### config.mk
export PLATFORM = sky130hd
export DESIGN_NAME = command_frame_deframer
export DESIGN_NICKNAME = d
export VERILOG_FILES = /design/src/hdl/cfd_pkg.sv /design/src/hdl/command_frame_deframer.sv
export SDC_FILE = /design/constraint.sdc
export NUM_CORES = 1
export LEC_CHECK = 0
export BUFFER_PORTS_ARGS = -buffer_cell sky130_fd_sc_hd__buf_4
export CORE_ASPECT_RATIO = 2
export CORE_MARGIN = 2
export CORE_UTILIZATION = 60
export DETAILED_ROUTE_END_ITERATION = 7
export PLACE_DENSITY_LB_ADDON = 0.25
export SLEW_MARGIN = 5
export SYNTH_ARGS = -nofsm -noshare
export SYNTH_HDL_FRONTEND = slang
export SYNTH_SLANG_ARGS = --single-unit
export TNS_END_PERCENT = 50
### constraint.sdc
create_clock -name clk -period 6 [get_ports clk]
set_input_delay 0.6 -clock clk [delete_from_list [all_inputs] [get_ports clk]]
set_output_delay 0.6 -clock clk [all_outputs]
set_load 0.02 [all_outputs]
### src/hdl/cfd_pkg.sv
`default_nettype none

package cfd_pkg;

    localparam int MaxHeaderBytes = 6;
    localparam int LenBytesMax    = MaxHeaderBytes - 1;

    localparam int MaskWidth   = 64;
    localparam int MaxLenWidth = 32;
    localparam int CfgWidth    = 64;
    localparam int CfgIdxWidth = 2;

    localparam logic [CfgIdxWidth-1:0] CFG_KNOWN_MASK = 2'd0;
    localparam logic [CfgIdxWidth-1:0] CFG_MAX_LEN    = 2'd1;

    localparam logic [MaxLenWidth-1:0] MaxLenReset = 32'd4096;

    typedef enum logic [1:0] {
        KIND_PAYLOAD   = 2'd0,
        KIND_EMPTY     = 2'd1,
        KIND_UNKNOWN   = 2'd2,
        KIND_MALFORMED = 2'd3
    } kind_t;

endpackage

`default_nettype wire

### src/hdl/command_frame_deframer.sv
`default_nettype none

// Command frame deframer. Each input transfer carries one received byte, with tlast marking
// the end of a receive chunk. A frame is a command byte, an LEB128 payload length (up to
// five bytes, low group first) and the payload. Payload bytes leave one per transfer,
// tagged with the command, with tlast on the final byte; a zero length gives one empty
// message. Unknown commands and malformed lengths give one error transfer, after which the
// rest of the chunk is dropped. Every byte passes through the input register, the parsing
// logic and the output register, so one byte is taken in every clock cycle while the
// output side keeps up. The user must write the known_command_mask (index 0) and
// max_payload_len (index 1) registers only while the block is idle; the block itself does
// not enforce this.
module command_frame_deframer (
    input  wire logic                           clk,
    input  wire logic                           rst_n,
    input  wire logic                           s_axis_tvalid,
    output      logic                           s_axis_tready,
    input  wire logic [7:0]                     s_axis_tdata,   // rx_byte
    input  wire logic                           s_axis_tlast,   // chunk_end
    output      logic                           m_axis_tvalid,
    input  wire logic                           m_axis_tready,
    output      logic [15:0]                    m_axis_tdata,   // command [7:0], data [15:8]
    output      logic                           m_axis_tlast,   // last
    output      logic [1:0]                     m_axis_tuser,   // kind
    input  wire logic                           cfg_we,
    input  wire logic [cfd_pkg::CfgIdxWidth-1:0] cfg_index,
    input  wire logic [cfd_pkg::CfgWidth-1:0]    cfg_data
);
    import cfd_pkg::*;

    typedef enum logic [1:0] {
        PH_CMD  = 2'd0,
        PH_LEN  = 2'd1,
        PH_PAY  = 2'd2,
        PH_DROP = 2'd3
    } phase_t;

    logic [MaskWidth-1:0]   mask_reg;
    logic [MaxLenWidth-1:0] max_len_reg;

    logic       in_valid_reg;
    logic [7:0] in_byte_reg;
    logic       in_end_reg;

    phase_t     phase_reg, phase_next;
    logic [7:0] held_reg, held_next;
    logic [31:0] accum_reg, accum_next;
    logic [2:0] seen_reg, seen_next;
    logic [31:0] left_reg, left_next;

    logic       out_valid_reg, out_valid_next;
    kind_t      out_kind_reg;
    logic [7:0] out_cmd_reg;
    logic [7:0] out_data_reg;
    logic       out_last_reg;

    logic       advance;
    logic       res_valid;
    kind_t      res_kind;
    logic [7:0] res_data;
    logic       res_last;
    logic       fail;
    logic [6:0] group;
    logic [31:0] shifted;
    logic [31:0] accum_new;
    logic [31:0] left_dec;
    logic [2:0] seen_inc;

    assign advance       = in_valid_reg && (!out_valid_reg || m_axis_tready);
    assign s_axis_tready = !in_valid_reg || advance;

    assign m_axis_tvalid = out_valid_reg;
    assign m_axis_tdata  = {out_data_reg, out_cmd_reg};
    assign m_axis_tlast  = out_last_reg;
    assign m_axis_tuser  = out_kind_reg;

    assign group     = in_byte_reg[6:0];
    assign accum_new = accum_reg | shifted;
    assign left_dec  = (left_reg != 32'd0) ? left_reg - 32'd1 : 32'd0;
    assign seen_inc  = seen_reg + 3'd1;

    always_comb
    begin
        case (seen_reg)
            3'd0:    shifted = {25'd0, group};
            3'd1:    shifted = {18'd0, group, 7'd0};
            3'd2:    shifted = {11'd0, group, 14'd0};
            3'd3:    shifted = {4'd0, group, 21'd0};
            3'd4:    shifted = {group[3:0], 28'd0};
            default: shifted = 32'd0;
        endcase
    end

    always_comb
    begin
        phase_next = phase_reg;
        held_next  = held_reg;
        accum_next = accum_reg;
        seen_next  = seen_reg;
        left_next  = left_reg;
        res_valid  = 1'b0;
        res_kind   = KIND_PAYLOAD;
        res_data   = 8'd0;
        res_last   = 1'b1;
        fail       = 1'b0;

        case (phase_reg)
            PH_CMD:
            begin
                held_next  = in_byte_reg;
                accum_next = 32'd0;
                seen_next  = 3'd0;
                if (in_byte_reg[7:6] != 2'd0 || !mask_reg[in_byte_reg[5:0]])
                begin
                    fail     = 1'b1;
                    res_kind = KIND_UNKNOWN;
                end
                else
                begin
                    phase_next = PH_LEN;
                end
            end
            PH_LEN:
            begin
                if (seen_reg >= 3'(LenBytesMax))
                begin
                    fail     = 1'b1;
                    res_kind = KIND_MALFORMED;
                end
                else if (seen_reg == 3'(LenBytesMax - 1) && group > 7'd15)
                begin
                    fail     = 1'b1;
                    res_kind = KIND_MALFORMED;
                end
                else
                begin
                    accum_next = accum_new;
                    seen_next  = seen_inc;
                    if (in_byte_reg[7])
                    begin
                        if (seen_inc >= 3'(LenBytesMax))
                        begin
                            fail     = 1'b1;
                            res_kind = KIND_MALFORMED;
                        end
                    end
                    else if (accum_new > max_len_reg)
                    begin
                        fail     = 1'b1;
                        res_kind = KIND_MALFORMED;
                    end
                    else if (accum_new == 32'd0)
                    begin
                        res_valid  = 1'b1;
                        res_kind   = KIND_EMPTY;
                        phase_next = PH_CMD;
                        seen_next  = 3'd0;
                    end
                    else
                    begin
                        left_next  = accum_new;
                        phase_next = PH_PAY;
                    end
                end
            end
            PH_PAY:
            begin
                left_next = left_dec;
                res_valid = 1'b1;
                res_kind  = KIND_PAYLOAD;
                res_data  = in_byte_reg;
                res_last  = (left_dec == 32'd0);
                if (left_dec == 32'd0)
                begin
                    phase_next = PH_CMD;
                    accum_next = 32'd0;
                    seen_next  = 3'd0;
                end
            end
            PH_DROP:
            begin
                if (in_end_reg)
                begin
                    phase_next = PH_CMD;
                end
            end
            default:
            begin
                phase_next = PH_CMD;
            end
        endcase

        if (fail)
        begin
            res_valid  = 1'b1;
            res_data   = 8'd0;
            res_last   = 1'b1;
            phase_next = in_end_reg ? PH_CMD : PH_DROP;
            accum_next = 32'd0;
            seen_next  = 3'd0;
            left_next  = 32'd0;
        end
    end

    assign out_valid_next = advance ? res_valid : (out_valid_reg && !m_axis_tready);

    // configuration registers
    always_ff @(posedge clk or negedge rst_n)
    begin
        if (!rst_n)
        begin
            mask_reg    <= '1;
            max_len_reg <= MaxLenReset;
        end
        else if (cfg_we)
        begin
            case (cfg_index)
                CFG_KNOWN_MASK: mask_reg    <= cfg_data;
                CFG_MAX_LEN:    max_len_reg <= cfg_data[MaxLenWidth-1:0];
                default:        ;
            endcase
        end
    end

    // input register
    always_ff @(posedge clk or negedge rst_n)
    begin
        if (!rst_n)
        begin
            in_valid_reg <= 1'b0;
        end
        else if (s_axis_tready)
        begin
            in_valid_reg <= s_axis_tvalid;
        end
    end

    always_ff @(posedge clk)
    begin
        if (s_axis_tvalid && s_axis_tready)
        begin
            in_byte_reg <= s_axis_tdata;
            in_end_reg  <= s_axis_tlast;
        end
    end

    // parser state
    always_ff @(posedge clk or negedge rst_n)
    begin
        if (!rst_n)
        begin
            phase_reg <= PH_CMD;
            held_reg  <= 8'd0;
            accum_reg <= 32'd0;
            seen_reg  <= 3'd0;
            left_reg  <= 32'd0;
        end
        else if (advance)
        begin
            phase_reg <= phase_next;
            held_reg  <= held_next;
            accum_reg <= accum_next;
            seen_reg  <= seen_next;
            left_reg  <= left_next;
        end
    end

    // output register
    always_ff @(posedge clk or negedge rst_n)
    begin
        if (!rst_n)
        begin
            out_valid_reg <= 1'b0;
        end
        else
        begin
            out_valid_reg <= out_valid_next;
        end
    end

    always_ff @(posedge clk)
    begin
        if (advance && res_valid)
        begin
            out_kind_reg <= res_kind;
            out_cmd_reg  <= held_next;
            out_data_reg <= res_data;
            out_last_reg <= res_last;
        end
    end

    a_pay_left_nonzero: assert property (@(posedge clk) disable iff (!rst_n)
        phase_reg == PH_PAY |-> left_reg != 32'd0)
        else $error("payload phase with no bytes left");

    a_len_bytes_bound: assert property (@(posedge clk) disable iff (!rst_n)
        seen_reg <= 3'(LenBytesMax))
        else $error("length byte count out of range");

    a_nonpayload_last: assert property (@(posedge clk) disable iff (!rst_n)
        out_valid_reg && out_kind_reg != KIND_PAYLOAD |-> out_last_reg && out_data_reg == 8'd0)
        else $error("non-payload result without last or with data");

    a_len_to_payload: assert property (@(posedge clk) disable iff (!rst_n)
        advance && phase_reg == PH_LEN && phase_next == PH_PAY |=> left_reg == accum_reg)
        else $error("payload count not loaded from length");

endmodule

`default_nettype wire
==> results.yml <==
placement:
  hpwl_mm: 22.6
  portBuffers: 100
  place_congestion: 0.943
power:
  power_switching_share: 0.411
  power.switching_w: 0.00244
  combPwrFrac: 0.449
  power_frac_seq: 0.338
  vdd_drop_max_uv: 285
  clkPwrFrac: 0.212
  power.leakage_nw: 5.67
  internal-power_w: 0.00350
  power_density_mw_per_mm2: 464
finish:
  insertedDiodeCount: 0
  seq_area_mm2: 0.00530
  nFillCells: 1288
  drive_gt1_frac: 0.318
  multiInputGateArea_mm2: 0.00534
  post-route-util: 0.700
  largest_reg_flops: 64
  nNetsFinal: 1240
  area_growth_pct: 13.7
setup_path:
  cp_max_fo: 17
  worstPathCellList: "inv_1 -> ha_1 -> nor2b_1 -> nand2_1 -> nand2_1 -> ha_1 -> a21oi_1 -> o21ai_0 -> a221oi_1 -> a311oi_1 -> o21ai_0 -> and2_1 -> buf_4 -> inv_1 -> o21ai_1 -> a221o_1"
  crit_cells: 16
  worst-path-buf-inv: 3
  r2r_cells: 16
  crit_type: "reg -> reg"
  crit_arrival_ns: 5.84
  worstPathRequired_ns: 6.43
  slowest_delay_ns: 0.73
  slowest_stage: "o21ai_1"
  startpoint_type: "flop"
  endpoint_kind: "flop"
  cp_top_family: "compound AO/OA/AOI/OAI gates"
yosys:
  synth_cell_types: 71
  syn-num-nets: 1164
  synth-edff-count: 28
  ys_async_sr_fraction: 0.862
  ys_seq_elements: 203
  ys_seq_area_frac: 0.471
  syn_inst: 1039
  syn_area_mm2: 0.0113
  avgSynthCellArea_um2: 10.8
  synth_warnings: 0
  synth_flop_cell: "dfrtp_1"
routing:
  first_pass_iters: 5
  drt-initial-drc-count: 598
  vias_per_cell: 6.56
  via_count: 8816
  postRouteAntennaNets: 0
  drt-wirelength-per-cell_um: 23.1
  drc: 0
  drt-total-wl_mm: 31.1
sta:
  tightest_slew_ns: 1.04
  slew_violations: 0
  finalSetupTns_ns: 0
  period_share: 0.902
  fmax_mhz: 185
  hold_slack_ns: 0.152
  min_period_ns: 5.41
  finalSetupViolations: 0
  maxSlewHeadroom: 0.300
  skew_ns: 0.0142
  rsz0062_at_grt: "false"
  hold_violations: 0
clock_network:
  numCtsBuffers: 19
  holdBufCountCts: 0
  cts.sinks: 203
  postCtsSetupRepairBufs: 0
  cts_resized: 0
  root_buffer: "clkbuf_16"
  clkTransAtPathRegs_ns: 0.07
  clockBufferDepth: 3
  cts_tree: "built"
  cts_htree_levels: 1
  clk_latency_ns: 0.50
global_routing:
  antenna_found_initial: 0
  grt_start_max_net_pins: 101
  grt_pass1_vias: 9304
  grt_first_pass_wirelength_mm: 49.2
  overflow: 0
  grt_use_total: 0.322
floorplanning:
  die_area_mm2: 0.0200
  core_area_mm2: 0.0183
  rows: 70
  die_w_um: 101
  initial_core_util: 0.616
  die_h_um: 198
  io_pins: 101
min_path:
  holdCritPathClass: "in -> async"
status:
  status: "complete, no violations"
flow_run:
  maxCapViolations: 0
-- path summary, 6_finish.rpt --
check / from / endpoint / slack (ns)
min reg2reg: accum_reg[6] / accum_reg[6] / 0.50
min in group clk: s_axis_tdata[4] / in_byte_reg[4] / 0.28
max reg2reg: seen_reg[0] / left_reg[20] / 0.59
min: rst_n / left_reg[7] / 0.15
max: seen_reg[0] / left_reg[20] / 0.59
max in group asynchronous: rst_n / max_len_reg[14] / 4.41
-- cells by family after synthesis --
family	after synthesis	synth area share
AND/OR/NAND/NOR	258	0.128
AO/OA/AOI/OAI	211	0.130
flip-flops	203	0.471
buffers and inverters	161	0.0562
multiplexers	147	0.155
adder cells (fa/ha/maj)	45	0.0500
XOR/XNOR	14	0.0109
-- cell type report --
cell class / instances / area share
Multi-Input combinational cell: 675 / 0.417
Timing Repair Buffer: 119 / 0.0700
Tap cell: 216 / 0.0211
Clock inverter: 9 / 0.00976
Clock buffer: 25 / 0.0404
Sequential cell: 203 / 0.414
Inverter: 97 / 0.0284
-- metrics by stage --
step | cell area, um^2 | setup slack [ns] | total power [W] | cells
detailed placement | 12200 | 0.859 | 0.00462 | 1310
global route | 12800 | 0.152 | 0.00625 | 1344
floorplan | 11300 | 1.30 | 0.00379 | 1039
finish | 12800 | 0.586 | 0.00595 | 1344
CTS | 12800 | 0.819 | 0.00590 | 1344
global placement | 12200 | 0.994 | 0.00459 | 1310
-- layout by cell type (no fill, tap or decap), types with 9 or more instances in the layout --
cell type,n
mux2_2,119
buf_4,118
dfrtp_1,110
inv_1,97
dfstp_2,65
nor2_1,46
ha_1,45
a21oi_1,43
o21ai_0,39
nand2_1,34
nand4_1,32
edfxtp_1,28
o2bb2ai_1,25
nor3_1,22
nor4_1,20
clkbuf_16,19
and2_1,17
mux2i_1,17
nand3_1,16
a22oi_1,12
o22ai_1,12
or4_1,12
xnor2_1,12
or3_1,10
mux4_2,10
nor2b_1,9
nand2b_1,9
o211ai_1,9
a31oi_1,9
-- power groups by stage --
stage	clock (W)	combinational, W	sequential (W)
after floorplan	0	0.00179	0.00200
after global placement	0	0.00257	0.00202
after detailed placement	0	0.00259	0.00203
after CTS	0.00128	0.00261	0.00201
after global routing	0.00133	0.00287	0.00205
final	0.00126	0.00267	0.00201
-- metal layers --
layer	part of all wire	GRT usage	wire, um	vias to the layer above
met4	0.075	0.209	2340	0
met1	0.35	0.348	10800	4293
met2	0.53	0.579	16500	372
li1	-	-	-	3997
met3	0.047	0.0413	1470	154
met5	0	0	0	-
-- synth_stat cells (4+ instances only) --
| cell | count | area (um^2) |
|---|---|---|
| a211oi_1 | 4 | 30.0 |
| a21oi_1 | 43 | 215 |
| a221o_1 | 7 | 70.1 |
| a22o_1 | 4 | 35.0 |
| a22oi_1 | 12 | 90.1 |
| a31oi_1 | 9 | 56.3 |
| and2_1 | 17 | 106 |
| buf_1 | 5 | 18.8 |
| buf_2 | 11 | 55.1 |
| clkbuf_1 | 45 | 169 |
| dfrtp_1 | 110 | 2750 |
| dfstp_2 | 65 | 1710 |
| edfxtp_1 | 28 | 841 |
| ha_1 | 45 | 563 |
| inv_1 | 97 | 364 |
| mux2_2 | 119 | 1340 |
| mux2i_1 | 17 | 170 |
| mux4_2 | 10 | 225 |
| nand2_1 | 34 | 128 |
| nand2b_1 | 9 | 56.3 |
| nand3_1 | 16 | 80.1 |
| nand4_1 | 32 | 200 |
| nor2_1 | 46 | 173 |
| nor2b_1 | 9 | 56.3 |
| nor3_1 | 22 | 110 |
| nor3b_1 | 5 | 37.5 |
| nor4_1 | 20 | 125 |
| o2111ai_1 | 5 | 43.8 |
| o211ai_1 | 9 | 67.6 |
| o21a_1 | 5 | 37.5 |
| o21ai_0 | 39 | 195 |
| o221ai_1 | 4 | 35.0 |
| o22ai_1 | 12 | 75.1 |
| o2bb2ai_1 | 25 | 219 |
| o32ai_1 | 4 | 35.0 |
| or2_2 | 7 | 43.8 |
| or3_1 | 10 | 62.6 |
| or4_1 | 12 | 90.1 |
| xnor2_1 | 12 | 105 |
Note: power is estimated with default switching activity, not from simulation.
